===== src/hdl/bbsibg_pkg.sv =====
// shared constants for the indexed blum blum shub bit generator
package bbsibg_pkg;

  localparam int SeedBits    = 31;
  localparam int CfgDataBits = 31;
  localparam int CfgIdxBits  = 2;

  localparam logic [CfgIdxBits-1:0] CFG_PRIME_P    = 2'd0;
  localparam logic [CfgIdxBits-1:0] CFG_PRIME_Q    = 2'd1;
  localparam logic [CfgIdxBits-1:0] CFG_START_SEED = 2'd2;

endpackage


===== src/hdl/bbs_indexed_bit_generator_core.sv =====
// indexed blum blum shub bit generator core with one shared modular adder
//
//   channel   signals                          transfer
//   cfg       cfg_we_i cfg_idx_i cfg_data_i    write when cfg_we_i high, no wait
//   in        in_valid_i in_ready_o            bit_index_i, one item at a time
//   out       out_valid_o out_ready_i          random_bit_o, one per input item
//
// one modular add/compare/subtract unit runs euclid, the division for lambda and
// every modular multiply, one multiplier bit at a time; a small product unit
// forms lambda and p*q. each of the INDEX_BITS + 2*PRIME_BITS exponent bits
// takes at most two multiplies mod m. reset restores p = 7, q = 11, seed = 1.
// in_ready_o is high only while idle; a result may wait.
module bbs_indexed_bit_generator_core #(
  parameter int INDEX_BITS = 16,
  parameter int PRIME_BITS = 9
) (
  input  logic                               clk_i,
  input  logic                               rst_ni,
  input  logic                               cfg_we_i,
  input  logic [bbsibg_pkg::CfgIdxBits-1:0]  cfg_idx_i,
  input  logic [bbsibg_pkg::CfgDataBits-1:0] cfg_data_i,
  input  logic                               in_valid_i,
  output logic                               in_ready_o,
  input  logic [INDEX_BITS-1:0]              bit_index_i,
  output logic                               out_valid_o,
  input  logic                               out_ready_i,
  output logic                               random_bit_o
);
  import bbsibg_pkg::*;

  localparam int LB  = 2 * PRIME_BITS;
  localparam int MW  = (LB > SeedBits) ? LB : SeedBits;
  localparam int EW  = (INDEX_BITS > LB) ? INDEX_BITS : LB;
  localparam int MCW = $clog2(MW + 1);
  localparam int ECW = $clog2(EW + 1);

  typedef enum logic [3:0] {
    S_IDLE,
    S_GCD,
    S_GCD_NEXT,
    S_MUL_DBL,
    S_MUL_ADD,
    S_LAMBDA,
    S_LAMBDA_CHK,
    S_BASE_SET,
    S_PW_BIT,
    S_PW_SQ,
    S_PW_MUL,
    S_PW_END,
    S_MODULUS,
    S_SEED,
    S_DONE
  } state_e;

  state_e                state_q, ret_q;
  logic                  phase_q;
  logic [PRIME_BITS-1:0] prime_p_q, prime_q_q;
  logic [SeedBits-1:0]   seed_q;
  logic [PRIME_BITS-1:0] ga_q, gb_q, quo_q;
  logic [LB-1:0]         acc_q, mx_q, mod_q, base_q, res_q;
  logic [MW-1:0]         my_q;
  logic [MCW-1:0]        mcnt_q;
  logic [EW-1:0]         exp_q;
  logic [ECW-1:0]        ecnt_q;
  logic                  qbit_q, started_q, cur_bit_q;
  logic                  out_valid_q, random_bit_q;

  logic [PRIME_BITS-1:0] a_w, b_w, mul_a_w, mul_b_w;
  logic [LB-1:0]         prod_w, addend_w, red_w, pw_w;
  logic [LB:0]           sum_w;
  logic                  ge_w;

  assign a_w = (prime_p_q == '0) ? '0 : prime_p_q - PRIME_BITS'(1);
  assign b_w = (prime_q_q == '0) ? '0 : prime_q_q - PRIME_BITS'(1);

  // shared modular adder, operands below mod_q
  assign addend_w = (state_q == S_MUL_ADD) ? mx_q : acc_q;
  assign sum_w    = {1'b0, acc_q} + {1'b0, addend_w};
  assign ge_w     = (sum_w >= {1'b0, mod_q});
  assign red_w    = ge_w ? LB'(sum_w - {1'b0, mod_q}) : sum_w[LB-1:0];

  // lambda = (a / g) * b, modulus = p * q
  assign mul_a_w = (state_q == S_LAMBDA) ? quo_q : prime_p_q;
  assign mul_b_w = (state_q == S_LAMBDA) ? b_w : prime_q_q;
  assign prod_w  = LB'(mul_a_w) * LB'(mul_b_w);

  assign pw_w = started_q ? res_q : LB'(1);

  always_ff @(posedge clk_i or negedge rst_ni) begin
    if (!rst_ni) begin
      state_q      <= S_IDLE;
      ret_q        <= S_IDLE;
      phase_q      <= 1'b0;
      prime_p_q    <= PRIME_BITS'(7);
      prime_q_q    <= PRIME_BITS'(11);
      seed_q       <= SeedBits'(1);
      ga_q         <= '0;
      gb_q         <= '0;
      quo_q        <= '0;
      acc_q        <= '0;
      mx_q         <= '0;
      mod_q        <= '0;
      base_q       <= '0;
      res_q        <= '0;
      my_q         <= '0;
      mcnt_q       <= '0;
      exp_q        <= '0;
      ecnt_q       <= '0;
      qbit_q       <= 1'b0;
      started_q    <= 1'b0;
      cur_bit_q    <= 1'b0;
      out_valid_q  <= 1'b0;
      random_bit_q <= 1'b0;
    end else begin
      if (cfg_we_i) begin
        case (cfg_idx_i)
          CFG_PRIME_P:    prime_p_q <= cfg_data_i[PRIME_BITS-1:0];
          CFG_PRIME_Q:    prime_q_q <= cfg_data_i[PRIME_BITS-1:0];
          CFG_START_SEED: seed_q    <= cfg_data_i[SeedBits-1:0];
          default: ;
        endcase
      end

      if (out_ready_i && state_q != S_DONE) begin
        out_valid_q <= 1'b0;
      end

      case (state_q)
        S_IDLE: begin
          if (in_valid_i) begin
            exp_q  <= EW'(bit_index_i) << (EW - INDEX_BITS);
            ecnt_q <= ECW'(INDEX_BITS);
            if (a_w == '0 || b_w == '0) begin
              res_q   <= LB'(1);
              state_q <= S_DONE;
            end else begin
              ga_q    <= a_w;
              gb_q    <= b_w;
              state_q <= S_GCD;
            end
          end
        end

        S_GCD: begin
          acc_q   <= '0;
          mx_q    <= LB'(1);
          state_q <= S_MUL_DBL;
          mcnt_q  <= MCW'(PRIME_BITS);
          if (gb_q == '0) begin
            // gcd found, divide a by it
            my_q  <= MW'(a_w) << (MW - PRIME_BITS);
            mod_q <= LB'(ga_q);
            ret_q <= S_LAMBDA;
          end else begin
            my_q  <= MW'(ga_q) << (MW - PRIME_BITS);
            mod_q <= LB'(gb_q);
            ret_q <= S_GCD_NEXT;
          end
        end

        S_GCD_NEXT: begin
          ga_q    <= gb_q;
          gb_q    <= acc_q[PRIME_BITS-1:0];
          state_q <= S_GCD;
        end

        S_MUL_DBL: begin
          acc_q  <= red_w;
          qbit_q <= ge_w;
          if (my_q[MW-1]) begin
            state_q <= S_MUL_ADD;
          end else begin
            quo_q  <= {quo_q[PRIME_BITS-2:0], ge_w};
            my_q   <= my_q << 1;
            mcnt_q <= mcnt_q - MCW'(1);
            if (mcnt_q == MCW'(1)) begin
              state_q <= ret_q;
            end
          end
        end

        S_MUL_ADD: begin
          acc_q   <= red_w;
          quo_q   <= {quo_q[PRIME_BITS-2:0], qbit_q | ge_w};
          my_q    <= my_q << 1;
          mcnt_q  <= mcnt_q - MCW'(1);
          state_q <= (mcnt_q == MCW'(1)) ? ret_q : S_MUL_DBL;
        end

        S_LAMBDA: begin
          mod_q   <= prod_w;
          state_q <= S_LAMBDA_CHK;
        end

        S_LAMBDA_CHK: begin
          if (mod_q == LB'(1)) begin
            res_q   <= LB'(1);
            state_q <= S_DONE;
          end else begin
            // base 2 reduced mod lambda
            acc_q   <= '0;
            mx_q    <= LB'(1);
            my_q    <= MW'(2) << (MW - 2);
            mcnt_q  <= MCW'(2);
            phase_q <= 1'b0;
            ret_q   <= S_BASE_SET;
            state_q <= S_MUL_DBL;
          end
        end

        S_BASE_SET: begin
          base_q    <= acc_q;
          started_q <= 1'b0;
          state_q   <= S_PW_BIT;
        end

        S_PW_BIT: begin
          if (ecnt_q == '0) begin
            state_q <= S_PW_END;
          end else begin
            cur_bit_q <= exp_q[EW-1];
            exp_q     <= exp_q << 1;
            ecnt_q    <= ecnt_q - ECW'(1);
            if (!started_q) begin
              if (exp_q[EW-1]) begin
                res_q     <= base_q;
                started_q <= 1'b1;
              end
            end else begin
              acc_q   <= '0;
              mx_q    <= res_q;
              my_q    <= MW'(res_q) << (MW - LB);
              mcnt_q  <= MCW'(LB);
              ret_q   <= S_PW_SQ;
              state_q <= S_MUL_DBL;
            end
          end
        end

        S_PW_SQ: begin
          res_q <= acc_q;
          if (cur_bit_q) begin
            acc_q   <= '0;
            mx_q    <= base_q;
            my_q    <= MW'(acc_q) << (MW - LB);
            mcnt_q  <= MCW'(LB);
            ret_q   <= S_PW_MUL;
            state_q <= S_MUL_DBL;
          end else begin
            state_q <= S_PW_BIT;
          end
        end

        S_PW_MUL: begin
          res_q   <= acc_q;
          state_q <= S_PW_BIT;
        end

        S_PW_END: begin
          if (phase_q) begin
            res_q   <= pw_w;
            state_q <= S_DONE;
          end else if (pw_w == '0) begin
            res_q   <= LB'(1);
            state_q <= S_DONE;
          end else begin
            exp_q   <= EW'(pw_w) << (EW - LB);
            ecnt_q  <= ECW'(LB);
            state_q <= S_MODULUS;
          end
        end

        S_MODULUS: begin
          mod_q   <= prod_w;
          state_q <= S_SEED;
        end

        S_SEED: begin
          // seed reduced mod p*q
          acc_q   <= '0;
          mx_q    <= LB'(1);
          my_q    <= MW'(seed_q) << (MW - SeedBits);
          mcnt_q  <= MCW'(SeedBits);
          phase_q <= 1'b1;
          ret_q   <= S_BASE_SET;
          state_q <= S_MUL_DBL;
        end

        S_DONE: begin
          if (!out_valid_q || out_ready_i) begin
            out_valid_q  <= 1'b1;
            random_bit_q <= res_q[0];
            state_q      <= S_IDLE;
          end
        end

        default: state_q <= S_IDLE;
      endcase
    end
  end

  assign in_ready_o   = (state_q == S_IDLE);
  assign out_valid_o  = out_valid_q;
  assign random_bit_o = random_bit_q;

endmodule

===== config.mk =====
export PLATFORM = sky130hd
export DESIGN_NAME = bbs_indexed_bit_generator_core
export DESIGN_NICKNAME = d
export VERILOG_FILES = /design/src/hdl/bbsibg_pkg.sv /design/src/hdl/bbs_indexed_bit_generator_core.sv
export SDC_FILE = /design/constraint.sdc
export NUM_CORES = 1
export LEC_CHECK = 0
export BUFFER_PORTS_ARGS = -buffer_cell sky130_fd_sc_hd__buf_2
export CAP_MARGIN = 20
export CORE_MARGIN = 2
export CORE_UTILIZATION = 70
export CTS_BUF_LIST = sky130_fd_sc_hd__clkbuf_8
export DETAILED_ROUTE_END_ITERATION = 10
export PLACE_DENSITY = 0.86
export SKIP_CTS_REPAIR_TIMING = 1
export SYNTH_ARGS = -nofsm -noshare
export SYNTH_HDL_FRONTEND = slang
export SYNTH_SLANG_ARGS = --single-unit
export TNS_END_PERCENT = 30

===== constraint.sdc =====
create_clock -name clk_i -period 17.95 [get_ports clk_i]
set_clock_uncertainty 0.15 [all_clocks]
set_input_delay 0.8975 -clock clk_i [delete_from_list [all_inputs] [get_ports clk_i]]
set_output_delay 0.8975 -clock clk_i [all_outputs]
set_load 0.005 [all_outputs]

# Word level (Yosys, flattened, before mapping)
# Cells that the tools add are included.
# Widths: inputs -> output; s select.
[totals] register_bits=239 in_bits=54 output_inout_bits=3 word_cells=203
[classes] n_addsub=6 mul=1 n_lt_le_gt_ge=1 eq_ne=36 mux=87 bitwise=2 n_reduce_logical=46
[ops] op="$mux 18" n=23
[ops] op="$pmux 31 s7" n=1
[ops] op="$mux 31" n=6
[ops] op="$pmux 18 s5" n=2
[ops] op="$mux 9" n=10
[ops] op="$pmux 18 s4" n=1
[ops] op="$mux 4" n=14
[ops] op="$pmux 18 s3" n=1
[ops] op="$pmux 9 s2" n=3
[ops] op="$pmux 4 s13" n=1
[ops] op="$logic_not 9->1" n=5
[ops] op="$mux 5" n=9
[ops] op="$pmux 18 s2" n=1
[ops] op="$pmux 5 s7" n=1
[ops] op="$eq 4x4->1 const B" n=7
[ops] op="$ne 2x2->1 const B" n=13
[ops] op="$reduce_and 5->1" n=5
[ops] op="$pmux 4 s5" n=1
[ops] op="$add 18x18->19" n=1
[ops] op="$ge 19x18->1" n=1
[ops] op="$eq 18x1->1 const B" n=1
[ops] op="$logic_not 18->1" n=1
[ops] op="$mul 9x9->18" n=1
[ops] op="$sub 18x18->18" n=1
[ops] op="other kinds (35)" n=69

# Logic depth before layout (Yosys ltp)
# Gate-level depths: netlist of run 1.
[logic_depth] word_depth=7 depth_mapped=27 depth_no_buf=26

# Least setup slack after synthesis of run 1
# No wires, ideal clock.
[synth_path] path_kind="register to register" start="register state_q[0]" end="register mod_q[16]" setup_ns=0.122 arrival_ns=6.006 t_required_ns=17.678 slack_ns=11.672 stages_incl_launch_ff=22 path_buffers=3 period_less_slack_ns=6.278 cell_sequence="dfrtp_1 buf_2 buf_1 nand2_1 nor2_1 buf_1 mux2i_1 or2_2 fa_1 fa_1 inv_1 fa_1 inv_1 fa_1 inv_1 ha_1 a21boi_0 o211ai_1 a21oi_1 nor3_1 or3b_2 a32o_1"
[synth_between] elab_chain_cells=4 word_cells_on_any_way=9 classes_between="mul (1); eq/ne (3); mux (3); reduce/logical (2)"
[synth_lines] element="start: declaration" line="bbs_indexed_bit_generator_core.sv:55" text="state_e state_q, ret_q;"
[synth_lines] element="start signal: assignment" line="bbs_indexed_bit_generator_core.sv:177" text="state_q <= ret_q;"
[synth_lines] element="start signal: assignment" line="bbs_indexed_bit_generator_core.sv:187" text="state_q <= (mcnt_q == MCW'(1)) ? ret_q : S_MUL_DBL;"
[synth_lines] element="$eq 4x3->1" line="bbs_indexed_bit_generator_core.sv:83, bbs_indexed_bit_generator_core.sv:84, bbs_indexed_bit_generator_core.sv:128"
[synth_lines] element="$mux 9 (on tied branches)" line="bbs_indexed_bit_generator_core.sv:83, bbs_indexed_bit_generator_core.sv:84"
[synth_lines] element="$mul 9x9->18" line="bbs_indexed_bit_generator_core.sv:85" text="assign prod_w = LB'(mul_a_w) * LB'(mul_b_w);"
[synth_lines] element="$pmux 18 s2" line="bbs_indexed_bit_generator_core.sv:128" text="case (state_q)"
[synth_lines] element="end signal: assignment" line="bbs_indexed_bit_generator_core.sv:152" text="mod_q <= LB'(ga_q);"
[synth_lines] element="end signal: assignment" line="bbs_indexed_bit_generator_core.sv:156" text="mod_q <= LB'(gb_q);"
[synth_lines] element="end signal: assignment" line="bbs_indexed_bit_generator_core.sv:191" text="mod_q <= prod_w;"
[synth_lines] element="end: declaration" line="bbs_indexed_bit_generator_core.sv:60" text="logic [LB-1:0] acc_q, mx_q, mod_q, base_q, res_q;"
# Several ways; a longest one is shown, not always the timed one.
# A chain may end at the register's enable or synchronous reset.

# Final worst setup path of run 1
# Ends and elaborated chain as after synthesis.

==> metrics.txt, run 1 <==
status=complete, no violations; Switching Share=38.7%; Die Wd=around 160 µm; WP data arrival=7.99 ns; placed cell area=16700 µm²; fin crit period=7.69 ns; Initial Util=71.6%; CTS tree=yes; share of layout cells above drive strength 1=13.2%; Crit Path Max Fanout=21; Sw Pwr=0.733 mW; Starting DRT DRC Count=1612; Crit path required time=about 18 ns; Setup TNS Final=0 ns; Cells after Synth=1805; global route overflow=0; most frequent cells in the layout=nand2_1 (238), dfrtp_1 (232), nor2_1 (165), inv_1 (156), a21oi_1 (125); Pleak=8.43 nW; sequential cell area fraction in the yosys report=about 37%; Routed WL per cell=roughly 20 µm; commonest non-fill, non-tap cell in the layout=nand2_1; 1st-pass router iterations=7; final number of setup-violating endpoints=0; Max clock buf depth=3; max cap viols=0; internal power=1.16 mW; synthesis-to-finish area growth=8.03%; largest net degree at the start of global routing=85; vias in the first global route=13600; Slew Viols, Final=0; Ys Warns=0; port bufs=56; FP Rows=55; Slew @ Worst Pin=1.08 ns; I/O Pins=57; root buffer cell=clkbuf_8; full die area=24500 µm²; Reg2Reg Capture Point=mod_q[16]$_DFFE_PN0P_; clock sink count=approximately 240; Layout Nets=2025; wirelength, routed=around 44000 µm; #FFs+latches synth=239; DPL Wire Length=around 32000 µm; cells taking the most area after synthesis=dfrtp_1 (36%), fa_1 (6.4%), ha_1 (6.3%); Vias/cell=between 6 and 7; Main synth FF type=dfrtp_1; R2R Setup Slk=10.26 ns; first-pass GRT wire length=71400 µm; fin cells=2151; final RePlAce weighted congestion=approximately 0.94; period utilization=42.9%; RSZ-0062 raised after global routing=false; via count=14100; Pwr Density=between 100 and 150 nW/µm²; final core utilization=77.4%; Crit. End Element=flip-flop; gr usage total=between 30 and 40%; synthesized area=16300 µm²; clock insertion delay at the later pin of the skew report=0.58 ns; worst r2r path cells=20; initial antenna violation count=0; # DRC=0; FF-to-FF Start=state_q[0]$_DFFE_PN0P_; Worst VDD drop=approximately 0.00011 V; Hold Crit Class=primary input to async pin; combinational power share=43.6%; Post-synth ARST share=100%; post-synth cell types=77; Core Area=about 23000 µm²; Post-synth EDFFs=0; Yosys top cell by area=dfrtp_1; clock share of power=between 20% and 30%; Die Ht=156 µm; mean post-synth cell area=around 9 µm²; share of the synthesized area in the top cell type=35.7%; Cells after DPL=2075; total CTS buffers=40; CTS clk-pin slew, worst paths=roughly 0.080 ns; sequential power share=31.1%; total power=1.89 mW; depth of the CTS H-tree=2; Peak Freq=130 MHz; syn_nets=about 2000; relative slew slack=between 20% and 30%; ANT nets after route=0; kind of critical path=flip-flop to flip-flop; startpoint types=flip-flop; Hold Fails Final Rpt=0; ant diodes=0; post-route cell area=17600 µm²
[flip-flops by register name, summed over array words and instances (netlist names), 4 cells and up]
signal     flops
ret_q          4
res_q         18
mx_q          18
gb_q           9
ga_q           9
my_q          31
prime_q_q      9
mod_q         18
acc_q         18
ecnt_q         5
prime_p_q      9
exp_q         18
mcnt_q         5
base_q        18
quo_q          9
state_q        4
seed_q        31
[through the flow]
step / hold slack [ns] / setup slack, ns
after floorplan: 0.299 / 11.67
after global placement: 0.308 / 10.78
after detailed placement: 0.315 / 10.50
after CTS: 0.178 / 10.46
after global routing: 0.203 / 9.91
final: 0.134 / 10.26
[worst max-delay path by stage]
stage / startpoint / end / cells past startpoint / slack (ns)
3_5_place_dp: state_q[0]$_DFFE_PN0P_ / mod_q[16]$_DFFE_PN0P_ / 20 / 10.50
2_1_floorplan: state_q[0]$_DFFE_PN0P_ / mod_q[16]$_DFFE_PN0P_ / 21 / 11.67
6_report: state_q[0]$_DFFE_PN0P_ / mod_q[16]$_DFFE_PN0P_ / 20 / 10.26
4_1_cts: state_q[0]$_DFFE_PN0P_ / mod_q[16]$_DFFE_PN0P_ / 20 / 10.46
3_3_place_gp: state_q[0]$_DFFE_PN0P_ / mod_q[16]$_DFFE_PN0P_ / 20 / 10.78
5_1_grt: state_q[0]$_DFFE_PN0P_ / mod_q[16]$_DFFE_PN0P_ / 20 / 9.91
[final cells by class]
| cell class | instances | area [µm²] |
|---|---|---|
| sequential | 239 | 5990 |
| multi-input combinational | 1339 | 9420 |
| clock inverter | 26 | 153 |
| timing repair buffer | 80 | 518 |
| inverter | 137 | 514 |
| fill | 1570 | 5140 |
| tap | 285 | 357 |
| clock buffer | 45 | 619 |
[per-layer routing]
layer | up-vias | wire length, µm | global-route usage, %
met5 | - | 0 | 0
met4 | 0 | 1710 | 13.7
met3 | 142 | 3860 | 6.29
met2 | 748 | 20600 | 59.9
met1 | 6747 | 17900 | 50.2
li1 | 6423 | - | -
[synthesized netlist by cell type (4+ instances only)]
master	n
a211o_1	4
a211oi_1	15
a21boi_0	5
a21o_1	27
a21oi_1	125
a221o_1	4
a222oi_1	30
a22o_1	26
a22oi_1	36
a31oi_1	10
and2_1	6
and4_1	4
buf_1	13
buf_2	9
clkbuf_1	65
dfrtp_1	232
dfstp_2	7
fa_1	52
ha_1	82
inv_1	137
mux2_2	79
mux2i_1	30
nand2_1	238
nand2b_1	17
nand3_1	21
nand3b_1	4
nand4_1	5
nor2_1	167
nor2b_1	19
nor3_1	36
nor4_1	10
nor4b_1	4
o211ai_1	12
o21a_1	18
o21ai_0	102
o21ai_1	20
o31ai_1	6
o41ai_1	4
or2_2	13
or3_1	8
or4_1	5
xnor2_1	31
xor2_1	16
[power by group through the flow]
stage          registers [mW]  logic [mW]  clock network (mW)
2_1_floorplan           0.583       0.629                   0
4_1_cts                 0.587       0.816               0.480
3_3_place_gp            0.595       0.769                   0
6_report                0.588       0.826               0.479
3_5_place_dp            0.596       0.809                   0
5_1_grt                 0.590       0.944               0.505
[cell families (layout without fill, tap and decap cells)]
kind of cell,after synthesis,in the layout,synth area share [%]
buffers and inverters,227,288,5.40
and+or+nand+nor,567,567,15.4
muxes,111,111,7.45
DFF,239,239,36.8
xor gates and xnor gates,47,47,2.53
AOI/OAI and AO/OA,480,480,19.7
adders and majority gates,134,134,12.7
[critical path: stages (launching register included)]
cell and delay [ns]:
dfrtp_1 0.82, inv_1 0.25, nor2_1 0.40, nand2_1 0.46, o31ai_1 1.03, nand2_1 0.20, fa_1 0.54, fa_1 0.52
inv_1 0.05, ha_1 0.29, inv_1 0.07, fa_1 0.52, fa_1 0.48, nor2b_1 0.13, o21ai_0 0.12, a21boi_0 0.36
o211ai_1 0.15, a21oi_1 0.20, nor3_1 0.10, or3b_2 0.47, a32o_1 0.26
Note: power is estimated with default switching activity, not from simulation.
==> inputs of run 2 (changes only) <==
- CORE_UTILIZATION: 70 -> 65
- PLACE_DENSITY: 0.86 -> 0.81
- clock period: 17.95 -> 8 ns (I/O delays scaled with it)
==> run 2 against run 1 <==
The flow now finishes with violations (hold timing). Via count did not move. Setup slack got worse by 9.1 ns. Cell area rose by 3.4%. First-iteration DRC count rose by 7.4%. Routed wire length rose by 1.8%. Worst hold slack got worse by 0.17 ns. Die area rose by 7.5%. Register-to-register slack got worse by 9.1 ns. Total power rose by 130%. Largest power group unchanged.
==> metrics.txt, run 2 (synthesis gave the netlist of run 1 again) <==
status=finished, violations left; failing checks=hold timing; critical path depth in cells=20; clock insertion delay at the later pin of the skew report=slightly below 0.6 ns; Routed WL per cell=20.0 µm; area occupied by multi-input gates=9430 µm²; gr usage total=33.8%; Worst VDD drop=between 0.0002 and 0.0003 V; Slew @ Worst Pin=0.948 ns; Die Ht=162 µm; synthesis-to-finish area growth=11.7%; Top delay family on crit path=adder cells; Largest regs=my_q (31), seed_q (31); smallest hold slack=-0.0314 ns; Hold Crit Class=primary input to flip-flop; Setup TNS Final=0 ns; Pleak=8.66 nW; commonest non-fill, non-tap cell in the layout=nand2_1; root buffer cell=clkbuf_8; Initial Util=approximately two thirds; post-route cell area=18200 µm²; ANT nets after route=0; most frequent cells in the layout=nand2_1 (238), dfrtp_1 (232), nor2_1 (165), inv_1 (155), a21oi_1 (125); depth of the CTS H-tree=2; worst r2r path cells=20; global route overflow=0; wirelength, routed=44800 µm; Starting DRT DRC Count=1732; CTS tree=yes; max cap viols=0; full die area=between 20000 and 30000 µm²; DPL Wire Length=32000 µm; Worst path max stage delay=0.62 ns; Buffers & Inverters on Critical Path=2; Core Area=24500 µm²; kind of critical path=flip-flop to flip-flop; total CTS buffers=42; startpoint types=flip-flop; placed cell area=16800 µm²; WP data arrival=between 7 and 8 ns; final RePlAce weighted congestion=0.958; RSZ-0062 raised after global routing=false; ant diodes=0; Pwr Density=about 240 nW/µm²; worst hold path depth=3; Setup WS pre-CTS=1.23 ns; CP cell instances=nor2_1 -> nand2_1 -> or3_1 -> o21ai_1 -> nand2_1 -> fa_1 -> fa_1 -> inv_1 -> ha_1 -> inv_1 -> fa_1 -> fa_1 -> nor2b_1 -> o21ai_0 -> a21boi_0 -> o211ai_1 -> a21oi_1 -> nor3_1 -> or3b_2 -> a32o_1; largest net degree at the start of global routing=between 80 and 90; Cells after DPL=2124; Hold Fails Final Rpt=3; 1st-pass router iterations=7; fin cells=2243; share of layout cells above drive strength 1=13.5%; total power=4.31 mW; final number of setup-violating endpoints=0; Vias/cell=between 6 and 7; period utilization=85.7%; Layout Nets=2076; Crit-path slowest cell=dfrtp_1; Crit path required time=a little over 8 ns; Final WS setup=around 1.1 ns; Crit. End Element=flip-flop; port bufs=between 50 and 60; via count=14100; CTS clk-pin slew, worst paths=approximately 0.060 ns; vias in the first global route=13700; CP most frequent cell=fa_1; initial antenna violation count=0; Max clock buf depth=3; fin crit period=between 6 and 7 ns; Die Wd=162 µm; Fillers=1791; final core utilization=74.2%; # DRC=0; FP Rows=57; clock sink count=239; area occupied by registers=5990 µm²; Peak Freq=146 MHz; Slew Viols, Final=0; I/O Pins=57; first-pass GRT wire length=71100 µm; Crit Path Max Fanout=21; relative slew slack=between 30% and 40%
-- run 2: worst paths after layout --
check / from / to / slack (ns)
max: state_q[1]$_DFFE_PN0P_ / mod_q[16]$_DFFE_PN0P_ / 1.14
min: bit_index_i[6] / exp_q[8]$_DFFE_PN0P_ / -0.03
max reg2reg: state_q[1]$_DFFE_PN0P_ / mod_q[16]$_DFFE_PN0P_ / 1.14
min reg2reg: my_q[13]$_DFFE_PN0P_ / my_q[13]$_DFFE_PN0P_ / 0.32
max in group asynchronous: rst_ni / quo_q[7]$_DFFE_PN0P_ / 6.01
min in group asynchronous: rst_ni / exp_q[7]$_DFFE_PN0P_ / 0.25
-- run 2: worst reg2reg max path: stages, from the launching register on --
cell	delay, ns
dfrtp_1	0.62
nor2_1	0.39
nand2_1	0.47
or3_1	0.49
o21ai_1	0.35
nand2_1	0.16
fa_1	0.50
fa_1	0.51
inv_1	0.04
ha_1	0.27
inv_1	0.06
fa_1	0.52
fa_1	0.48
nor2b_1	0.13
o21ai_0	0.11
a21boi_0	0.31
o211ai_1	0.15
a21oi_1	0.19
nor3_1	0.09
or3b_2	0.46
a32o_1	0.26
-- run 2: power breakdown --
group	total (mW)	switching, mW	internal [mW]
Combinational	1.85	1.05	0.794
Clock	1.14	0.523	0.621
Sequential	1.32	0.0583	1.26
Total	4.31	1.63	2.68
-- run 2: routing by layer --
metal  up-vias  GRT usage [%]  routed length [µm]
li1       6532              -                   -
met3        88           5.11                3180
met2       601           55.4               21700
met5         -              0                   0
met1      6839           46.9               18900
met4         0           10.4                1110
-- run 2: final cells by class --
class / instances / share of cell area [%]
sequential: 239 / 33.0
timing repair buffer: 129 / 5.35
inverter: 137 / 2.83
clock inverter: 27 / 1.07
multi-input combinational: 1339 / 51.9
tap: 324 / 2.23
clock buffer: 48 / 3.64
